[config.mk]
export PLATFORM = sky130hd
export DESIGN_NAME = mwss_need_tab
export DESIGN_NICKNAME = d
export VERILOG_FILES = /design/src/design/mwss_need_tab.sv
export SDC_FILE = /design/constraint.sdc
export NUM_CORES = 2
export LEC_CHECK = 0
export ABC_AREA = 0
export BUFFER_PORTS_ARGS = -buffer_cell sky130_fd_sc_hd__buf_2
export CAP_MARGIN = 25
export CORE_ASPECT_RATIO = 0.9
export CORE_MARGIN = 3
export CORE_UTILIZATION = 55
export CTS_BUF_LIST = sky130_fd_sc_hd__clkbuf_4 sky130_fd_sc_hd__clkbuf_8
export CTS_CLUSTER_DIAMETER = 120
export CTS_CLUSTER_SIZE = 8
export DETAILED_ROUTE_END_ITERATION = 16
export GPL_ROUTABILITY_DRIVEN = 1
export PLACE_DENSITY = 0.69
export SYNTH_ARGS = -nofsm -noshare
export SYNTH_HDL_FRONTEND = slang
export SYNTH_SLANG_ARGS = --single-unit
export TNS_END_PERCENT = 1
[constraint.sdc]
create_clock -name clk -period 6 [get_ports clk]
set_input_delay 1.2 -clock clk [delete_from_list [all_inputs] [get_ports clk]]
set_output_delay 1.2 -clock clk [all_outputs]
set_load 0.01 [all_outputs]
[src/design/mwss_need_tab.sv]
// Signed per-symbol need table with one read and one write port.
// A valid bit per entry lets a single clear pulse return every entry to zero.
module mwss_need_tab #(
  parameter int DEPTH = 128,
  parameter int WIDTH = 14
) (
  input  logic                             clk,
  input  logic                             rst,
  input  logic                             clear,
  input  logic                             rd_en,
  input  logic [$clog2(DEPTH)-1:0]         rd_addr,
  output logic signed [WIDTH-1:0]          rd_data,
  input  logic                             wr_en,
  input  logic [$clog2(DEPTH)-1:0]         wr_addr,
  input  logic signed [WIDTH-1:0]          wr_data
);

  logic signed [WIDTH-1:0] mem [DEPTH];
  logic [DEPTH-1:0]        valid;

  always_ff @(posedge clk) begin
    if (wr_en) begin
      mem[wr_addr] <= wr_data;
    end
    // An entry not written since the last clear reads as zero.
    if (rd_en) begin
      rd_data <= valid[rd_addr] ? mem[rd_addr] : '0;
    end
  end

  always_ff @(posedge clk) begin
    if (rst || clear) begin
      valid <= '0;
    end else if (wr_en) begin
      valid[wr_addr] <= 1'b1;
    end
  end

endmodule

==> flow_metrics.py <==
metrics = {
    "setup_path": {
        "worstSetupEndpointType": "flop",
        "critical_path.reg2reg.endpoint": "rd_data[13]",
        "r2r-start": "valid[36]",
        "regToRegSetupSlack_ns": 3.42,
        "critical_path.max_stage_delay_ns": 0.57,
        "worst_ep_arrival_time_ns": 4.44,
        "worst_ep_required_time_ns": 6.72,
        "cp_max_stage_cell": "a221oi_1",
        "worst_setup_path_endpoint": "rd_data[6]",
        "ff2ff_path_depth": 6,
        "worstSetupStartpointType": "input port",
        "path_class": "input port to flop",
        "setup.worst_path.start": "rd_addr[0]",
        "timing.critical_path.cells": "buf_8 -> buf_12 -> buf_4 -> buf_4 -> mux2_2 -> a221oi_1 -> nand2_1 -> a221oi_1 -> nor4_1",
        "crit_path_max_fanout": 45,
    },
    "run_status": {
        "run_status": "completed",
    },
    "timing": {
        "report.final.slew_viol_count": 0,
        "tightest_slew_ns": 1.10,
        "worst_hold_slack_ns": 0.463,
        "final_period_utilization_pct": 62.0,
        "maxClockFrequency_mhz": 269,
        "finalSetupViolations": 0,
        "fin_tns_setup_ns": 0,
        "final.min_clock_period_ns": 3.72,
        "slew_headroom_pct": 26.3,
        "finalHoldViolCount": 0,
        "rsz0062_at_grt": "false",
        "timing.clock.skew_ns": 0.0763,
    },
    "logic_synthesis": {
        "ys_warn_count": 0,
        "synth_enable_flop_cells": 1806,
        "dominantRegCellSynth": "edfxtp_1",
        "syn-mean-instance-area_um2": 20.9,
        "ys_seq_area_share_pct": 76.8,
        "synth_cell_type_count": 48,
        "synth_nets": 3570,
        "post_synth_inst_count": 3537,
        "synthArstFlopShare_pct": 0,
        "syn-cell-area_um2": 74000,
        "synth_seq_cells": 1934,
    },
    "clocking": {
        "clk_latency_ns": 0.98,
        "max-clock-path-buffers": 4,
        "post_cts_resized": 0,
        "cts.clk_slew.worst_paths_ns": 0.07,
        "cts_tree": "built",
        "post_cts.repair.setup_buffers": 0,
        "cts_htree_levels": 5,
        "cts_inserted_buffers": 292,
        "clock_sink_count": 1934,
        "number_of_hold_repair_buffers_added_at_the_cts_stage": 0,
        "cts-root-buf": "clkbuf_8",
    },
    "grt": {
        "grt_antenna_before_repair": 18,
        "global_route.overflow_total": 0,
        "grt_first_pass_wirelength_um": 272000,
        "pin_count_of_the_biggest_net_entering_global_routing": 87,
        "first_global_vias": 37300,
        "grt.total_usage_pct": 27.7,
    },
    "routing": {
        "drt_iter0_drc": 5243,
        "post_drt_via_cell_ratio": 6.59,
        "ant_nets": 0,
        "total_drc_errors_in_the_routed_layout": 0,
        "wl_per_cell_um": 32.8,
        "num_vias": 38000,
        "first_pass_iters": 6,
        "drt-total-wl_um": 189000,
    },
    "run": {
        "max-cap-violations": 0,
    },
    "die": {
        "dieArea_um2": 139000,
        "initial_utilization_pct": 55.4,
        "floorplan.die.height_um": 354,
        "design.core.area_um2": 133000,
        "number_of_rows_created_at_floorplan": 127,
        "die_w_um": 393,
        "top_level_ports": 47,
    },
    "placed_design": {
        "numPortBuffers": 46,
        "gp_weighted_congestion": 0.874,
        "place_inst": 5322,
        "place.detailed.hpwl_um": 113000,
    },
    "finish": {
        "layout.cells.non_filler": 5765,
        "post_route_cells_drive_above_1_share_pct": 30.5,
        "layout.nets": 3913,
        "final_core_utilization_pct": 61.6,
        "area_growth_pct": 11.1,
        "multi_input_comb_area_um2": 16100,
        "final-seq-area_um2": 56800,
        "fill_cells": 9129,
    },
    "power_and_ir_drop": {
        "vdd_drop_max_uv": 228,
        "total_power_uw": 26200,
        "power_leakage_uw": 0.0261,
        "power.density_nw_per_um2": 319,
    },
    "worst_hold_path": {
        "hold_path.class": "flop to flop",
    },
}
worst min-delay path by stage:
stage,startpoint,end,slack (ns),depth (start not counted)
2_1_floorplan,valid[17],valid[17],0.43,2
3_3_place_gp,valid[83],valid[83],0.44,1
3_5_place_dp,valid[83],valid[83],0.45,1
4_1_cts,valid[83],valid[83],0.46,1
5_1_grt,valid[82],valid[82],0.48,1
6_report,valid[84],valid[84],0.46,1
placed cells by master, fill, tap and decap left out, types with 3 or more instances in the layout:
cell type,count
a22oi_1,67
a22oi_2,3
o221ai_1,39
buf_4,205
nand2_1,56
inv_1,4
buf_12,10
or2_1,3
mux4_1,7
o21a_1,10
nor2_1,366
or2_2,4
mux2_2,42
nand2b_1,5
a221oi_2,6
nor2_2,10
o22ai_1,23
buf_2,28
edfxtp_1,1806
nor2b_1,4
a211oi_1,22
nand3b_1,5
nor4_1,4
clkinvlp_4,4
buf_8,6
diode_2,8
clkbuf_8,299
a21oi_1,69
mux4_2,455
a221oi_1,36
clkbuf_4,125
o21ai_0,3
nor4_2,10
nand3_1,51
dfxtp_1,128
mux2i_1,74
registers in the layout (all words and copies together) (netlist names):
register	count
rd_data	14
valid	128
mem	1792
routing by layer:
layer | vias to the layer above | GRT usage, % | routed length (µm) | share of wire (%)
met5 | - | 0 | 23 | 0.012
met4 | 4 | 8.68 | 5490 | 2.9
met3 | 359 | 7.60 | 23200 | 12
met2 | 2398 | 38.6 | 83700 | 44
met1 | 19900 | 42.9 | 76600 | 41
li1 | 15300 | - | - | -
worst max-delay path, delay by kind of cell:
| kind | cells | cell delay, ns |
|---|---|---|
| buffers and inverters | 4 | 1.46 |
| muxes | 1 | 0.35 |
| AOI/OAI and AO/OA | 2 | 1.07 |
| and+or+nand+nor | 2 | 0.19 |
cells by family (layout without fill, tap and decap cells):
group                  after synthesis  count (layout)  synth area share, %
other                                0               8                    0
and+or+nand+nor                    534             534                 3.07
muxes                              578             578                 15.7
AOI/OAI and AO/OA                  284             284                 2.84
buffers and inverters              207             686                 1.60
DFF                               1934            1934                 76.8
per-stage QoR:
step | cell area (µm²) | worst slack (ns)
global route | 82200 | 2.21
detailed placement | 77000 | 1.30
floorplan | 74000 | 2.58
global placement | 76900 | 1.28
finish | 82200 | 2.28
CTS | 82100 | 2.36
layout make-up:
type	instances	share of cell area [%]
flip-flops and latches	1934	69.1
multi-input cells	1396	19.6
clock buffers	424	6.15
well taps	1741	2.65
repair buffers	251	2.44
clock inverters	6	0.0472
diodes	8	0.0244
inverters	5	0.0228
cell usage after synthesis (4+ instances only):
library cell     n  area (µm²)
edfxtp_1      1806       54200
mux4_2         455       10200
nor2_1         378        1420
dfxtp_1        128        2560
clkbuf_1        92         345
mux2i_1         74         741
a21oi_1         69         345
a22oi_1         67         503
nand2_1         56         210
nand3_1         51         255
buf_2           43         215
mux2_2          42         473
o221ai_1        39         342
a221oi_1        36         315
buf_6           29         327
o22ai_1         23         144
a211oi_1        22         165
buf_1           18        67.6
buf_4           14         105
nor4_2          10         125
o21a_1          10        75.1
mux4_1           7         184
a221oi_2         6        90.1
nor2b_1          6        37.5
buf_12           5         100
nand2b_1         5        31.3
nand3b_1         5        37.5
or2_2            5        31.3
inv_1            4        15.0
nor4_1           4        25.0
power breakdown:
group          switching [µW]  leakage (µW)  total, µW  internal [µW]
combinational             919       0.00603       1370            448
sequential               35.6        0.0173      14800          14800
clock                    4720       0.00273      10000           5300
total                    5680        0.0261      26200          20500
Power figures use the tool's default switching activity.
